`src/rtl/core/obbsat_pkg.sv`:
```
// ----------------------------------------------------------------------------
// obbsat_pkg
// Shared types, constants and helpers for the oriented-box pair contact block.
// ----------------------------------------------------------------------------
package obbsat_pkg;

   // default trig fraction (Q1.14)
   localparam int TRIG_FRAC_BITS_DEF = 14;

   // result queue depth, in box pairs
   localparam int RES_FIFO_DEPTH = 8;

   // one box as it arrives on the request port
   typedef struct packed {
      logic signed [31:0] cx;
      logic signed [31:0] cy;
      logic        [30:0] hx;
      logic        [30:0] hy;
      logic signed [15:0] c;
      logic signed [15:0] s;
   } box_type;

   // one finished box pair; contact slots are already in emission order
   typedef struct packed {
      logic              hit;
      logic       [15:0] nx;
      logic       [15:0] ny;
      logic       [30:0] depth;
      logic              refb;
      logic        [3:0] mask;
      logic [3:0] [31:0] px;
      logic [3:0] [31:0] py;
   } res_item_type;

   // clamp to the 32-bit signed range
   function automatic logic [31:0] sat32(input logic signed [63:0] v);
      logic [31:0] r;
      if (v > 64'sd2147483647) begin
         r = 32'h7FFF_FFFF;
      end else if (v < -64'sd2147483648) begin
         r = 32'h8000_0000;
      end else begin
         r = v[31:0];
      end
      return r;
   endfunction

endpackage

```
`src/rtl/core/obbsat_select.sv`:
```
// ----------------------------------------------------------------------------
// obbsat_select
// Pick the least-penetration axis and pack the finished box pair.
// ----------------------------------------------------------------------------
module obbsat_select import obbsat_pkg::*; #(
   parameter int TRIG_FRAC_BITS = TRIG_FRAC_BITS_DEF,
   localparam int KW  = 49 - TRIG_FRAC_BITS,
   localparam int PTW = KW + 2,
   localparam int PW  = KW + 21
) (
   input  logic                  clock,
   input  logic                  reset,
   input  logic                  in_valid,
   input  box_type               in_box [2],
   input  logic                  in_sep,
   input  logic signed [PW-1:0]  in_pen [4],
   input  logic           [3:0]  in_rel,
   input  logic           [3:0]  in_inside [2],
   input  logic signed [PTW-1:0] in_ptx [2][4],
   input  logic signed [PTW-1:0] in_pty [2][4],
   output logic                  out_valid,
   output res_item_type          out_item
);

   logic         v7_ff, v7_in;
   res_item_type item_in, item_ff;

   assign v7_in = in_valid;

   // least penetration, earlier axis wins ties
   always_comb begin
      logic [1:0]           best;
      logic                 owner;
      logic [15:0]          ux, uy;
      logic signed [PW-1:0] dd;
      logic [1:0]           src;
      logic signed [63:0]   wx, wy;
      best = 2'd0;
      for (int a = 1; a < 4; a++) begin
         if (in_pen[a] < in_pen[best]) begin
            best = 2'(a);
         end
      end
      owner = best[1];
      if (best[0]) begin
         ux = 16'(-in_box[owner].s);
         uy = in_box[owner].c;
      end else begin
         ux = in_box[owner].c;
         uy = in_box[owner].s;
      end
      if (in_rel[best]) begin
         ux = -ux;
         uy = -uy;
      end
      // floor shift, clamp to the depth range
      dd = in_pen[best] >>> TRIG_FRAC_BITS;
      item_in.hit   = 1'b1;
      item_in.nx    = ux;
      item_in.ny    = uy;
      item_in.refb  = owner;
      if (dd < 0) begin
         item_in.depth = '0;
      end else if (dd > PW'(32'h7FFF_FFFF)) begin
         item_in.depth = 31'h7FFF_FFFF;
      end else begin
         item_in.depth = dd[30:0];
      end
      // incident corners go out in the order 1, 2, 3, 0
      for (int j = 0; j < 4; j++) begin
         src = 2'(j + 1);
         wx  = in_ptx[~owner][src];
         wy  = in_pty[~owner][src];
         item_in.mask[j] = in_inside[owner][src];
         item_in.px[j]   = sat32(wx);
         item_in.py[j]   = sat32(wy);
      end
      // separated pair: a single all-zero result
      if (in_sep) begin
         item_in = '0;
      end
   end

   always_ff @(posedge clock) begin
      if (reset) begin
         v7_ff <= 1'b0;
      end else begin
         v7_ff <= v7_in;
      end
   end

   always_ff @(posedge clock) begin
      item_ff <= item_in;
   end

   assign out_valid = v7_ff;
   assign out_item  = item_ff;

endmodule

```
`config.mk`:
```
export PLATFORM = sky130hd
export DESIGN_NAME = obbsat_select
export DESIGN_NICKNAME = d
export VERILOG_FILES = /design/src/rtl/core/obbsat_pkg.sv /design/src/rtl/core/obbsat_select.sv
export SDC_FILE = /design/constraint.sdc
export NUM_CORES = 1
export LEC_CHECK = 0
export ABC_AREA = 1
export BUFFER_PORTS_ARGS = -buffer_cell sky130_fd_sc_hd__buf_4
export CAP_MARGIN = 10
export CORE_AREA = 2 2 575 577
export DETAILED_ROUTE_END_ITERATION = 6
export DIE_AREA = 0 0 577 579
export SLEW_MARGIN = 20
export SYNTH_ARGS = -nofsm -noshare
export SYNTH_HDL_FRONTEND = slang
export SYNTH_SLANG_ARGS = --single-unit
export TNS_END_PERCENT = 5
```
`constraint.sdc`:
```
create_clock -name clock -period 9.3 [get_ports clock]
set_clock_uncertainty 0.1 [all_clocks]
set_input_delay 0.465 -clock clock [delete_from_list [all_inputs] [get_ports clock]]
set_output_delay 0.465 -clock clock [all_outputs]
set_load 0.05 [all_outputs]
```
After elaboration in Yosys (flattened, before gate mapping) --
Index checks and enable logic that the tools add are counted.
Storage, ports and cells: bits in registers 326, output and inout port bits 326, logic and storage cells 117
Cells by class: add/sub/neg operators 3, order comparisons 27, muxes and demuxes 49, bitwise gates (word level) 6, reductions and logical operators 9
Operator list (count):
- $mux 148 | 6
- $mux 32 | 19
- $bmux 56 s2 | 3
- $mux 56 | 6
- $mux 325 | 1
- $gt 37x32->1 const B | 8
- $lt 37x32->1 const B | 8
- $lt 56x56->1 | 3
- $mux 16 | 4
- $mux 31 | 2
- $gt 56x31->1 const B | 1
- $neg 16->16 | 3
- $lt 42x1->1 const B | 1
- $reduce_or 2->1 | 9
- $mux 4 | 3
- $ge 3x3->1 const B | 3
- $not 2->3 | 3
- $ge 2x2->1 const B | 2
- $mux 2 | 2
- $not 1->2 | 2
- $lt 2x3->1 const B | 1
- $bmux 1 s2 | 1
- $mux 1 | 2
- $not 1->1 | 1

Longest topological paths before layout --
depth after elaboration 23, gate-level depth with buffers 68, depth with buffers taken out 61

Worst setup path after synthesis --
No wires, ideal clock.
path type input-to-reg, start input port in_pen[223] in the netlist's numbering, end register item_ff, in the netlist out_item[323], arrival 8715 ps, slack 370 ps, stages 59, cells stage by stage inv_1 -> ha_1 -> nand2_1 -> nor2_2 -> nand2_2 -> nor2_4 -> nand2_1 -> nor2_2 -> nand2_2 -> nand3_1 -> nand2_1 -> inv_1 -> clkbuf_1 -> clkbuf_1 -> buf_1 -> a21oi_1 -> ha_1 -> a21oi_1 -> [23 not listed] -> nand2_2 -> nand2_2 -> nand3_4 -> nand2_1 -> nand2_1 -> ha_1 -> inv_1 -> nand2_1 -> nand3_1 -> o21ai_0 -> nor2_1 -> nand3_1 -> nand2_1 -> nand3_2 -> nor2_4 -> nand3_1 -> nand2_1 -> nor2_1
On the way: word-level cells in the longest chain between the ends 22, elaborated cells between the ends (all ways) 24, those cells by class 2 x add/sub; 3 x order compare; 16 x mux; 3 x bitwise
Ends and longest elaborated chain:
- start, declared | RTL line obbsat_select.sv:16 | input logic signed [PW-1:0] in_pen [4],
- $lt 56x56->1 | RTL line obbsat_select.sv:40 | if (in_pen[a] < in_pen[best]) begin
- $mux 1 | RTL line obbsat_select.sv:40
- $not 2->3 (implied by the code) | RTL line obbsat_select.sv:40
- $bmux 56 s2 | RTL line obbsat_select.sv:40
- $mux 56 (implied by the code) (2 in series) | RTL line obbsat_select.sv:40
- $lt 56x56->1 | RTL line obbsat_select.sv:40
- $mux 2 | RTL line obbsat_select.sv:40
- $not 2->3 (implied by the code) | RTL line obbsat_select.sv:40
- [3 not listed]
- $lt 56x56->1 | RTL line obbsat_select.sv:40
- $mux 2 * | RTL line obbsat_select.sv:40
- $not 1->2 (implied by the code) | RTL line obbsat_select.sv:46, obbsat_select.sv:49
- $mux 32 (implied by the code) (3 in series) | RTL line obbsat_select.sv:46 | ux = 16'(-in_box[owner].s);
- $neg 16->16 | RTL line obbsat_select.sv:46
- $mux 16 | RTL line obbsat_select.sv:45 | if (best[0]) begin
- $neg 16->16 | RTL line obbsat_select.sv:53 | ux = -ux;
- $mux 16 * | RTL line obbsat_select.sv:52 | if (in_rel[best]) begin
- end signal, assigned | RTL line obbsat_select.sv:93 | item_ff <= item_in;
- end, declared | RTL line obbsat_select.sv:26 | res_item_type item_in, item_ff;
Every way passes the cells marked *; elsewhere a longest branch is shown, timed or not. The select of a mux whose other input is x is not followed. A chain may end at the register's enable or synchronous reset.

Worst setup path in the final report --
start input port in_pen[215] in the netlist's numbering, end register item_ff, in the netlist out_item[33]
On the way: word-level cells in the longest chain between the ends 22, elaborated cells between the ends (all ways) 23, those cells by class 5 x order compare; 14 x mux; 4 x bitwise
Ends and longest elaborated chain:
- $lt 56x56->1 | RTL line obbsat_select.sv:40
- $mux 1 | RTL line obbsat_select.sv:40
- $not 2->3 (implied by the code) | RTL line obbsat_select.sv:40
- $bmux 56 s2 | RTL line obbsat_select.sv:40
- $mux 56 (implied by the code) (2 in series) | RTL line obbsat_select.sv:40
- $lt 56x56->1 | RTL line obbsat_select.sv:40
- $mux 2 | RTL line obbsat_select.sv:40
- $not 2->3 (implied by the code) | RTL line obbsat_select.sv:40
- [3 not listed]
- $lt 56x56->1 | RTL line obbsat_select.sv:40
- $mux 2 * | RTL line obbsat_select.sv:40
- $not 1->1 * | RTL line obbsat_select.sv:73 | wy = in_pty[~owner][src];
- $not 1->2 * | RTL line obbsat_select.sv:73
- $mux 148 * (3 in series)
- $lt 37x32->1 | RTL line obbsat_pkg.sv:40 | end else if (v < -64'sd2147483648) begin
- $mux 32 | RTL line obbsat_pkg.sv:40
- $mux 32 * | RTL line obbsat_pkg.sv:38 | if (v > 64'sd2147483647) begin
Marks and branches as above.

==> flow_summary.yaml <==
sta:
  fin_crit_sh_pct: 94.64
  final-hold-violation-count: 0
  slew_violations: 0
  finalWorstSetupSlack_ns: 0.4988
  worst_pin_slew_ns: 0.8995
  hold_slack_ns: 0.06567
  max_freq_mhz: 113.6
  tns_ns: 0
  min_period_ns: 8.801
  final-setup-viol-count: 0
  slew_headroom_pct: 40.04
clock_tree:
  cts_max_level: 2
  clockBufferDepth: 3
  cts_buffers: 47
  clkSlewWorstSetupHoldPaths_ns: 0.07
  tritoncts: "built"
  cts.sinks: 326
  cts_root_buf: "clkbuf_16"
routing:
  remaining_drc_errors: 0
  vias: 29900
  first_iter_violations: 1914
  dr.pass1.iters: 7
  antenna_left: 0
  drt-vias-per-instance: 3.238
  wl_per_cell_um: 26.71
  drt_wl_total_mm: 246.6
global_routing:
  grt-ovfl-total: 0
  grt_use_total_pct: 13.90
  grt_pass1_wl_mm: 298.4
  grt_start_max_net_pins: 134
  grt_pass1_vias: 28220
  antenna_found_initial: 185
pwr:
  peakVddDrop_uv: 200.2
  p_leak_nw: 19.30
  powerDensity_mw_per_mm2: 299.2
  p_total_mw: 13.10
synthesis:
  synth_edf_count: 0
  ys_seq_elements: 326
  ys_top_cells_by_count: "nand2_1, a21oi_1, dfxtp_1"
  synth-seq-area-share_pct: 30.14
  synth_top_family_by_area: "simple AND/OR/NAND/NOR gates"
  ys_types: 48
  synth-compound-area-share_pct: 24.56
  synth.cell_area_sq_mm: 0.02165
  ys.flop_type: "dfxtp_1"
  synth_warnings: 0
  synth_largest_area_cell: "dfxtp_1"
  synthAdderAreaFrac_pct: 9.708
  yosys-top-cells-area: "dfxtp_1, nand2_1, ha_1, o211ai_1, a21oi_1"
  syn_nets: 4366
  yosys.area.top_type_share_pct: 30.14
  async_flop_share_pct: 0
  synthXorXnorAreaFrac_pct: 0.04045
  synthMuxAreaShare_pct: 1.109
  post-synth-top-count-cell: "nand2_1"
  avgSynthCellArea_sq_um: 7.099
  yosys.area_share.simple_pct: 25.98
  netlist_instances: 3050
die:
  initial_core_util_pct: 6.588
  die_w_um: 577
  die_y_um: 579
  core_area_sq_mm: 0.3287
  die_area_sq_mm: 0.3341
  io_pins: 1474
  num_rows: 211
final_layout:
  syn2layout_area_growth_pct: 102.2
  fillCellCount: 37740
  finalNonFillerCells: 9233
  layout-drive-gt1-share_pct: 42.63
  nets: 6055
critical_path:
  crit_path_frequent_cell: "buf_12"
  cp-end-kind: "flip-flop"
  cpPeakStageDelay_ns: 0.42
  start_kind: "input pin"
  worst-path-buf-inv: 15
  critPathTopFamily: "simple AND/OR/NAND/NOR gates"
  cp.arrival_ns: 9.26
  crit_slowest_cell: "a21oi_1"
  critPathRequiredTime_ns: 9.75
  critical_path_peak_fanout: 30
  crit_type: "input pin to flip-flop"
worst_hold_path:
  worstHoldPathType: "input pin to flip-flop"
flow_run:
  drv_cap: 0
place:
  hpwl_mm: 213.9
  dp_cells: 8776
  io_buffers: 1221
  gp_congestion: 0.9271
  dpl_worst_slack_ns: -2.140
status:
  outcome: "completed"
-- cell usage in the layout, fill, tap and decap left out, types with 9 or more instances in the layout --
cell	synthesis	final
a211oi_1	14	11
a21oi_1	370	360
a21oi_2	2	10
a31oi_1	13	11
a32o_1	31	31
buf_12	0	44
buf_4	11	1526
clkbuf_16	0	52
clkinv_2	0	11
dfxtp_1	326	326
diode_2	0	89
dlygate4sd3_1	0	263
ha_1	168	167
inv_1	227	217
inv_2	4	10
mux2i_1	24	24
nand2_1	614	602
nand2_2	9	12
nand3_1	65	61
nand4_1	45	45
nor2_1	140	132
nor3_1	24	21
nor4_1	10	9
o211ai_1	250	250
o21ai_0	146	143
o21ai_1	23	21
or2_2	268	268
-- per-layer routing --
layer / vias to the layer above / GRT usage, % / share of wire [%]
li1: 13940 / - / -
met1: 13790 / 13.09 / 33
met2: 1618 / 23.77 / 48
met3: 489 / 8.501 / 14
met4: 58 / 6.557 / 5.4
met5: - / 0.8366 / 0.16
-- metrics by stage --
| step | util (%) | cell area [sq um] |
|---|---|---|
| floorplan | - | 21650 |
| CTS | 13.12 | 43120 |
| detailed placement | 11.74 | 38580 |
| global route | 13.30 | 43720 |
| global placement | 11.74 | 38580 |
| finish | 13.32 | 43790 |
-- power breakdown --
group	internal (mW)	total, mW	switching, mW
combinational	3.03	9.05	6.03
sequential	1.86	2.02	0.153
clock	1.14	2.03	0.890
total	6.03	13.1	7.07
-- layout make-up --
type | instances | area (sq um) | area share (%)
antenna | 89 | 222.7 | 0.5086
clock buffer | 53 | 1229 | 2.806
clock inverter | 35 | 452.9 | 1.034
inverter | 231 | 875.8 | 2.000
multi-input combinational | 2280 | 13670 | 31.23
sequential | 326 | 6526 | 14.90
tap | 4366 | 5463 | 12.48
timing repair buffer | 1853 | 15340 | 35.04
-- state kept, by name, indices dropped and copies added (netlist names) --
register / flops
out_valid: 1
out_item: 325
-- cell families after synthesis --
kind of cell / after synthesis
muxes: 24
DFF: 326
xor gates and xnor gates: 1
adders and majority gates: 168
and+or+nand+nor: 1211
buffers and inverters: 444
AOI/OAI and AO/OA: 876
-- final timing paths --
path / slack [ns] / endpoint / start / cells after the start
setup / recovery: 0.50 / out_item[33] / in_pen[215] / 53
hold / removal: 0.07 / out_item[9] / in_pty[231] / 3
-- repair_timing --
action,CTS,global route
setup buffers,1,10
endpoints found under the setup margin,318,319
pin swaps,1,16
resized for setup,34,57
hold endpoints to repair,180,0
hold buffers,263,0
cloned,1,5
(Power assumes the default switching activity.)
