<file path="src/rtl/core/obbsat_pkg.sv">
// ----------------------------------------------------------------------------
// obbsat_pkg
// Shared types, constants and helpers for the oriented-box pair contact block.
// ----------------------------------------------------------------------------
package obbsat_pkg;

   // default trig fraction (Q1.14)
   localparam int TRIG_FRAC_BITS_DEF = 14;

   // result queue depth, in box pairs
   localparam int RES_FIFO_DEPTH = 8;

   // one box as it arrives on the request port
   typedef struct packed {
      logic signed [31:0] cx;
      logic signed [31:0] cy;
      logic        [30:0] hx;
      logic        [30:0] hy;
      logic signed [15:0] c;
      logic signed [15:0] s;
   } box_type;

   // one finished box pair; contact slots are already in emission order
   typedef struct packed {
      logic              hit;
      logic       [15:0] nx;
      logic       [15:0] ny;
      logic       [30:0] depth;
      logic              refb;
      logic        [3:0] mask;
      logic [3:0] [31:0] px;
      logic [3:0] [31:0] py;
   } res_item_type;

   // clamp to the 32-bit signed range
   function automatic logic [31:0] sat32(input logic signed [63:0] v);
      logic [31:0] r;
      if (v > 64'sd2147483647) begin
         r = 32'h7FFF_FFFF;
      end else if (v < -64'sd2147483648) begin
         r = 32'h8000_0000;
      end else begin
         r = v[31:0];
      end
      return r;
   endfunction

endpackage

</file>
<file path="src/rtl/core/obbsat_emit.sv">
// ----------------------------------------------------------------------------
// obbsat_emit
// Result queue and emitter: one result per cycle, credits drive busy.
// ----------------------------------------------------------------------------
module obbsat_emit import obbsat_pkg::*; #(
   parameter int FIFO_DEPTH = RES_FIFO_DEPTH,
   localparam int AW = $clog2(FIFO_DEPTH)
) (
   input  logic         clock,
   input  logic         reset,
   input  logic         req_accept,
   input  logic         in_valid,
   input  res_item_type in_item,
   output logic         busy,
   output logic         rsp_strobe,
   output logic         rsp_hit,
   output logic [15:0]  rsp_normal_x,
   output logic [15:0]  rsp_normal_y,
   output logic [30:0]  rsp_depth,
   output logic         rsp_reference_is_b,
   output logic         rsp_contact_valid,
   output logic [31:0]  rsp_contact_x,
   output logic [31:0]  rsp_contact_y,
   output logic         rsp_last
);

   res_item_type mem_ff [FIFO_DEPTH];
   logic [AW:0]  wr_ff, wr_in, rd_ff, rd_in, cnt;
   logic [AW:0]  credit_ff, credit_in;
   logic [3:0]   done_ff, done_in;
   res_item_type head;
   logic         have, pop;
   logic [3:0]   eff, rest;
   logic [1:0]   sel;
   logic         strobe_ff, hit_ff, refb_ff, cval_ff, last_ff;
   logic [15:0]  nx_ff, ny_ff;
   logic [30:0]  depth_ff;
   logic [31:0]  cx_ff, cy_ff, cx_in, cy_in;

   assign cnt  = wr_ff - rd_ff;
   assign head = mem_ff[rd_ff[AW-1:0]];
   assign have = (cnt != '0);

   // next contact slot of the head pair
   always_comb begin
      eff = head.mask & ~done_ff;
      sel = 2'd0;
      for (int k = 3; k >= 0; k--) begin
         if (eff[k]) begin
            sel = 2'(k);
         end
      end
      rest = eff & ~(4'b0001 << sel);
      pop  = have && ((eff == 4'b0000) || (rest == 4'b0000));
      if (eff != 4'b0000) begin
         cx_in = head.px[sel];
         cy_in = head.py[sel];
      end else begin
         cx_in = '0;
         cy_in = '0;
      end
      if (pop) begin
         done_in = 4'b0000;
      end else if (have) begin
         done_in = done_ff | (4'b0001 << sel);
      end else begin
         done_in = done_ff;
      end
   end

   assign wr_in     = wr_ff + (AW+1)'(in_valid);
   assign rd_in     = rd_ff + (AW+1)'(pop);
   assign credit_in = credit_ff + (AW+1)'(req_accept) - (AW+1)'(pop);
   assign busy      = (credit_ff == (AW+1)'(FIFO_DEPTH));

   // control state
   always_ff @(posedge clock) begin
      if (reset) begin
         wr_ff     <= '0;
         rd_ff     <= '0;
         credit_ff <= '0;
         done_ff   <= '0;
         strobe_ff <= 1'b0;
      end else begin
         wr_ff     <= wr_in;
         rd_ff     <= rd_in;
         credit_ff <= credit_in;
         done_ff   <= done_in;
         strobe_ff <= have;
      end
   end

   // queue write and output register
   always_ff @(posedge clock) begin
      if (in_valid) begin
         mem_ff[wr_ff[AW-1:0]] <= in_item;
      end
      hit_ff   <= head.hit;
      nx_ff    <= head.nx;
      ny_ff    <= head.ny;
      depth_ff <= head.depth;
      refb_ff  <= head.refb;
      cval_ff  <= (eff != 4'b0000);
      cx_ff    <= cx_in;
      cy_ff    <= cy_in;
      last_ff  <= pop;
   end

   assign rsp_strobe         = strobe_ff;
   assign rsp_hit            = hit_ff;
   assign rsp_normal_x       = nx_ff;
   assign rsp_normal_y       = ny_ff;
   assign rsp_depth          = depth_ff;
   assign rsp_reference_is_b = refb_ff;
   assign rsp_contact_valid  = cval_ff;
   assign rsp_contact_x      = cx_ff;
   assign rsp_contact_y      = cy_ff;
   assign rsp_last           = last_ff;

   a_credit_bound : assert property (@(posedge clock) disable iff (reset)
      credit_ff <= (AW+1)'(FIFO_DEPTH))
      else $error("credit count above queue depth");

   a_no_overflow : assert property (@(posedge clock) disable iff (reset)
      in_valid |-> (cnt < (AW+1)'(FIFO_DEPTH)))
      else $error("result queue written while full");

   a_queue_in_credit : assert property (@(posedge clock) disable iff (reset)
      cnt <= credit_ff)
      else $error("queued pairs exceed outstanding credits");

   a_contact_hit : assert property (@(posedge clock) disable iff (reset)
      (rsp_strobe && rsp_contact_valid) |-> rsp_hit)
      else $error("contact emitted without a hit");

endmodule
</file>
<file path="config.mk">
export PLATFORM = sky130hd
export DESIGN_NAME = obbsat_emit
export DESIGN_NICKNAME = d
export VERILOG_FILES = /design/src/rtl/core/obbsat_pkg.sv /design/src/rtl/core/obbsat_emit.sv
export SDC_FILE = /design/constraint.sdc
export NUM_CORES = 2
export LEC_CHECK = 0
export ABC_CLOCK_PERIOD_IN_PS = 65600
export BUFFER_PORTS_ARGS = -buffer_cell sky130_fd_sc_hd__buf_2
export CAP_MARGIN = 30
export CORE_UTILIZATION = 60
export CTS_BUF_LIST = sky130_fd_sc_hd__clkbuf_8
export CTS_CLUSTER_SIZE = 30
export DETAILED_ROUTE_END_ITERATION = 8
export GPL_ROUTABILITY_DRIVEN = 0
export PLACE_DENSITY = 0.78
export SETUP_SLACK_MARGIN = 0.15
export SLEW_MARGIN = 30
export SYNTH_ARGS = -nofsm -noshare
export SYNTH_HDL_FRONTEND = slang
export SYNTH_SLANG_ARGS = --single-unit
</file>
<file path="constraint.sdc">
create_clock -name clock -period 65.6 [get_ports clock]
set_input_delay 13.12 -clock clock [delete_from_list [all_inputs] [get_ports clock]]
set_output_delay 13.12 -clock clock [all_outputs]
set_load 0.005 [all_outputs]
</file>
# Yosys cells after proc, flatten, opt, wreduce, memory -nomap -nowiden
# Memories as Yosys holds them, arrays and structs flattened. A register that Yosys moved wholly into a read port is not among the register bits.
# Index checks and enable logic that the tools add are counted.
[word_totals]
memories = 1
ram_bits = 2600
elab_cells = 46
out_inout_bits = 133
regBits = 148
in_bits = 329
[memory_table]
columns = ["memory", "depth", "width", "read_ports", "rd_clocked_by_memory_dff", "write_ports", "line", "rtl"]
rows = [
  ["mem_ff", 8, 325, 1, 1, 1, "obbsat_emit.sv:27", "res_item_type mem_ff [FIFO_DEPTH];"],
]
[classes]
n_bitwise = 5
n_reduce_logical = 7
eq_ne = 1
n_shift = 1
mux = 11
order_cmp = 1
n_addsub = 5
[ops]
columns = ["cell", "n"]
rows = [
  ["32-bit binary-select mux with 2-bit select", 2],
  ["32-bit two-way mux", 2],
  ["4-bit by 1-bit adder with 4-bit output", 3],
  ["4-bit AND", 2],
  ["4-bit logical NOT", 2],
  ["2-bit two-way mux", 4],
  ["4-bit NOT", 2],
  ["4-bit nonzero test", 2],
  ["4-bit equality test (second input constant)", 1],
  ["4-bit OR", 1],
  ["1-bit by 2-bit << shifter with 4-bit output (first input constant)", 1],
  ["4-bit by 1-bit subtractor with 4-bit output", 1],
  ["4-bit subtractor", 1],
  ["2-bit by 3-bit < comparator with 1-bit output (second input constant)", 1],
  ["3-bit two-way mux", 1],
  ["1-bit two-way mux", 2],
  ["2-bit OR reduction", 1],
  ["1-bit logical AND", 1],
  ["1-bit logical OR", 1],
]

# Longest topological paths before layout
[depth]
word_depth = 14
mapped_depth = 19
ltp_nobuf = 14

# Least setup slack after synthesis
# No wires, ideal clock.
[synth_timing]
kind = "input -> register"
start = "input in_valid"
end = "memory mem_ff[1][0] (netlist bit), enable pin"
stages = 2
required_time_ns = 64.190
arrival_time_ns = 35.049
setup_time_ns = 1.410
slack_ns = 29.141
n_path_buf = 0
cell_sequence = "nand2_1 -> nor3_1"
[synth_via]
elab_chain_len = 2
[synth_lines]
columns = ["element", "line", "rtl"]
rows = [
  ["start, declared", "obbsat_emit.sv:12", "input logic in_valid,"],
  ["1-bit two-way mux", "obbsat_emit.sv:95", "if (in_valid) begin"],
  ["1-bit two-way mux (not written as such)", "obbsat_emit.sv:96", "mem_ff[wr_ff[AW-1:0]] <= in_item;"],
  ["end, declared", "obbsat_emit.sv:27", ""],
]
# Every way passes these cells.

# Final worst setup path
[layout_timing]
start = "input in_valid"
end = "memory mem_ff[4][61] (netlist bit), enable pin"
# The elaborated chain is that of the path after synthesis.

==> flow_summary.json <==
{
  "drt_iter0_drc": 4792,
  "rows": 151,
  "cts_resized": 0,
  "r2r-start": "rd_ff[1]$_SDFF_PP0_",
  "synthFlopType": "edfxtp_1",
  "cts-buffers-inserted": 430,
  "fin_hold_ws_ns": 0.481,
  "clkPwrFrac": 0.333,
  "p_sw_frac": 0.257,
  "n_fill_cell": 10100,
  "overflow": 0,
  "worstHoldStart": "done_ff[0]$_SDFFE_PP0P_",
  "ctsHoldBuffers": 0,
  "final_area_um2": 116000,
  "slew_viol_final": 0,
  "place_area_um2": 107000,
  "synthAdderAreaFrac": 0.00166,
  "cp.depth": 6,
  "fin_crit_ns": 15.43,
  "slowest_stage": "buf_4",
  "multi_input_area_um2": 20100,
  "max-cap-violations": 0,
  "vias": 48500,
  "muxShareOfSynthArea": 0.162,
  "rsz0062_at_grt": "false",
  "netlist_area_um2": 102000,
  "cp-startpoint": "in_valid",
  "synth-xor-area-share": 0.000685,
  "intPower_mw": 3.01,
  "crit_path_max_fanout": 114,
  "dieArea_um2": 172000,
  "grt_max_degree": 161,
  "finClkSkew_ns": 0.0933,
  "postRouteAntennaNets": 0,
  "reg2regPathDepth": 8,
  "ys_seq_area_frac": 0.793,
  "cts_root_buf": "clkbuf_8",
  "synth_warnings": 0,
  "drt_pre_antenna_iters": 5,
  "layout.nets": 5592,
  "post_drt_via_cell_ratio": 6.16,
  "finish.utilization": 0.683,
  "seqPwrFrac": 0.501,
  "synth_edf_count": 2600,
  "post_cts_buffers": 0,
  "hold_path.class": "flop to flop",
  "grt_pass1_vias": 50600,
  "insertion_delay_ns": 1.09,
  "core_area_um2": 169000,
  "htreeDepth": 5,
  "initial_core_util": 0.604,
  "hold_viol_final": 0,
  "antenna_found_initial": 105,
  "relSlewSlack": 0.143,
  "critPathBufInv": 4,
  "synth_compound_area_frac": 0.0116,
  "synth_fp_nets": 4855,
  "clk_path_buf_depth": 4,
  "rrSetupSlack_ns": 60.45,
  "numPortBuffers": 461,
  "synth_top_family_by_area": "multiplexers",
  "avgSynthCellArea_um2": 22.7,
  "worstPathArrival_ns": 16.04,
  "synth_cell_types": 41,
  "ir_worst_vdd_uv": 31.5,
  "p_per_area_nw_per_um2": 35.0,
  "netSwitchingPower_mw": 1.04,
  "grt_pass1_wl_um": 323000,
  "clkTransAtPathRegs_ns": 0.06,
  "die-height_um": 415,
  "die_w_um": 415,
  "final_layout_size_suffix_gt1_frac": 0.317,
  "synthArstFlopShare": 0,
  "routed_wirelength_um": 219000,
  "final.setup.tns_ns": 0,
  "path_cells": "buf_2 -> nand2_1 -> nor2_4 -> buf_4 -> buf_4 -> buf_12",
  "numPlacedInstances": 7030,
  "r2r_end": "rsp_contact_y[16]$_SDFF_PN0_",
  "drc_errors": 0,
  "period_share": 0.235,
  "final_cell_mix": "2,600 x edfxtp_1, 647 x mux4_2, 484 x clkbuf_8, 461 x buf_2, 202 x nor2_1",
  "cp_slowest_stage_delay_ns": 0.83,
  "cp-endpoint": "mem_ff[4][61]$_DFFE_PP_",
  "dp_hpwl_um": 119000,
  "yosys.area_share.simple": 0.0197,
  "routedWlPerCell_um": 27.8,
  "synth_seq_cells": 2748,
  "cts_sinks": 2748,
  "seq_area_um2": 81000,
  "crit_top_cell": "buf_4",
  "io_pins": 462,
  "grt.total_usage": 0.256,
  "setup_viol": 0,
  "worstPathRequired_ns": 66.21,
  "path_class": "input pin to flop",
  "cp_top_family": "buffers and inverters",
  "synthCells": 4513,
  "power_leakage_nw": 39.0,
  "tightestPinTransition_ns": 1.29,
  "syn_to_final_growth_pct": 13.0,
  "fmax_mhz": 64.8,
  "combPwrFrac": 0.167,
  "end_kind": "flop",
  "layoutNonFillerInstCount": 7873,
  "final_common_cell": "edfxtp_1",
  "critPathLaunchType": "input pin",
  "status": "finished, final reports clean",
  "cts_tree": "done"
}
sequential cells by signal (all words and copies together) (netlist names):
signal and flops:
mem_ff 2600, rsp_contact_x 32, rsp_contact_y 32, rsp_depth 31, rsp_normal_x 16, rsp_normal_y 16
credit_ff 4, done_ff 4, rd_ff 4, wr_ff 4, rsp_contact_valid 1, rsp_hit 1
rsp_last 1, rsp_reference_is_b 1, rsp_strobe 1
layer usage:
metal	global-route usage	wire, um
met5	0	308
met4	0.110	7620
met3	0.0620	17500
met2	0.414	110000
met1	0.336	83600
through the flow:
stage | power [mW] | setup WS [ns]
floorplan | 2.53 | 29.14
global placement | 2.73 | 49.13
detailed placement | 2.74 | 49.04
CTS | 4.08 | 50.15
global route | 4.20 | 50.20
finish | 4.05 | 50.17
kinds of logic after synthesis:
group / count (synthesis)
AOI/OAI and AO/OA: 148
xor gates and xnor gates: 8
adders and majority gates: 13
buffers and inverters: 252
DFF: 2748
muxes: 846
and+or+nand+nor: 498
worst min path at each step:
stage,to,slack [ns],cells after the start
finish,done_ff[0]$_SDFFE_PP0P_,0.48,2
global route,done_ff[0]$_SDFFE_PP0P_,0.50,2
CTS,done_ff[0]$_SDFFE_PP0P_,0.48,2
detailed placement,done_ff[0]$_SDFFE_PP0P_,0.47,2
global placement,done_ff[0]$_SDFFE_PP0P_,0.47,2
floorplan,done_ff[3]$_SDFFE_PP0P_,0.43,2
power groups by stage:
| stage | registers, mW | logic, mW | clock network (mW) |
|---|---|---|---|
| 3_5_place_dp | 2.07 | 0.673 | 0 |
| 4_1_cts | 2.03 | 0.676 | 1.37 |
| 2_1_floorplan | 2.08 | 0.450 | 0 |
| 3_3_place_gp | 2.06 | 0.665 | 0 |
| 5_1_grt | 2.03 | 0.717 | 1.45 |
| 6_report | 2.03 | 0.675 | 1.35 |
synth_stat cells (2+ instances only):
cell type / number / area share
buf_1: 28 / 0.0010
buf_2: 89 / 0.0044
o211ai_1: 2 / 0.00015
xnor2_1: 3 / 0.00026
mux4_2: 647 / 0.14
a31oi_1: 2 / 0.00012
a21oi_1: 3 / 0.00015
nor3_1: 68 / 0.0033
clkbuf_1: 111 / 0.0041
mux2i_1: 199 / 0.019
ha_1: 12 / 0.0015
buf_6: 2 / 0.00022
buf_12: 7 / 0.0014
inv_1: 11 / 0.00040
o22ai_1: 64 / 0.0039
dfxtp_1: 148 / 0.029
xor2_1: 5 / 0.00043
nand2_1: 199 / 0.0073
a211oi_1: 2 / 0.00015
nand2b_1: 4 / 0.00024
o2111ai_1: 2 / 0.00017
a221oi_1: 2 / 0.00017
a221o_1: 64 / 0.0063
nand3_1: 3 / 0.00015
nor2b_1: 8 / 0.00049
and3_1: 4 / 0.00024
nor2_1: 208 / 0.0076
edfxtp_1: 2600 / 0.76
o21ai_2: 2 / 0.00017
buf_4: 3 / 0.00022
layout make-up:
class / instances / share of cell area
sequential: 2748 / 0.701
inverter: 12 / 0.000455
clock inverter: 296 / 0.0128
antenna: 57 / 0.00123
clock buffer: 484 / 0.0576
multi-input combinational: 1513 / 0.174
tap: 2218 / 0.0240
timing repair buffer: 545 / 0.0288
worst register-to-register path, stage by stage (launching register included):
cell	delay (ns)
dfxtp_4	0.95
buf_4	0.84
nor2_1	0.18
a221oi_1	0.45
o21ai_4	0.21
or2b_4	0.79
buf_4	0.74
o22ai_1	0.40
a221o_1	0.46
No activity file was read; power rests on OpenSTA's default activity.
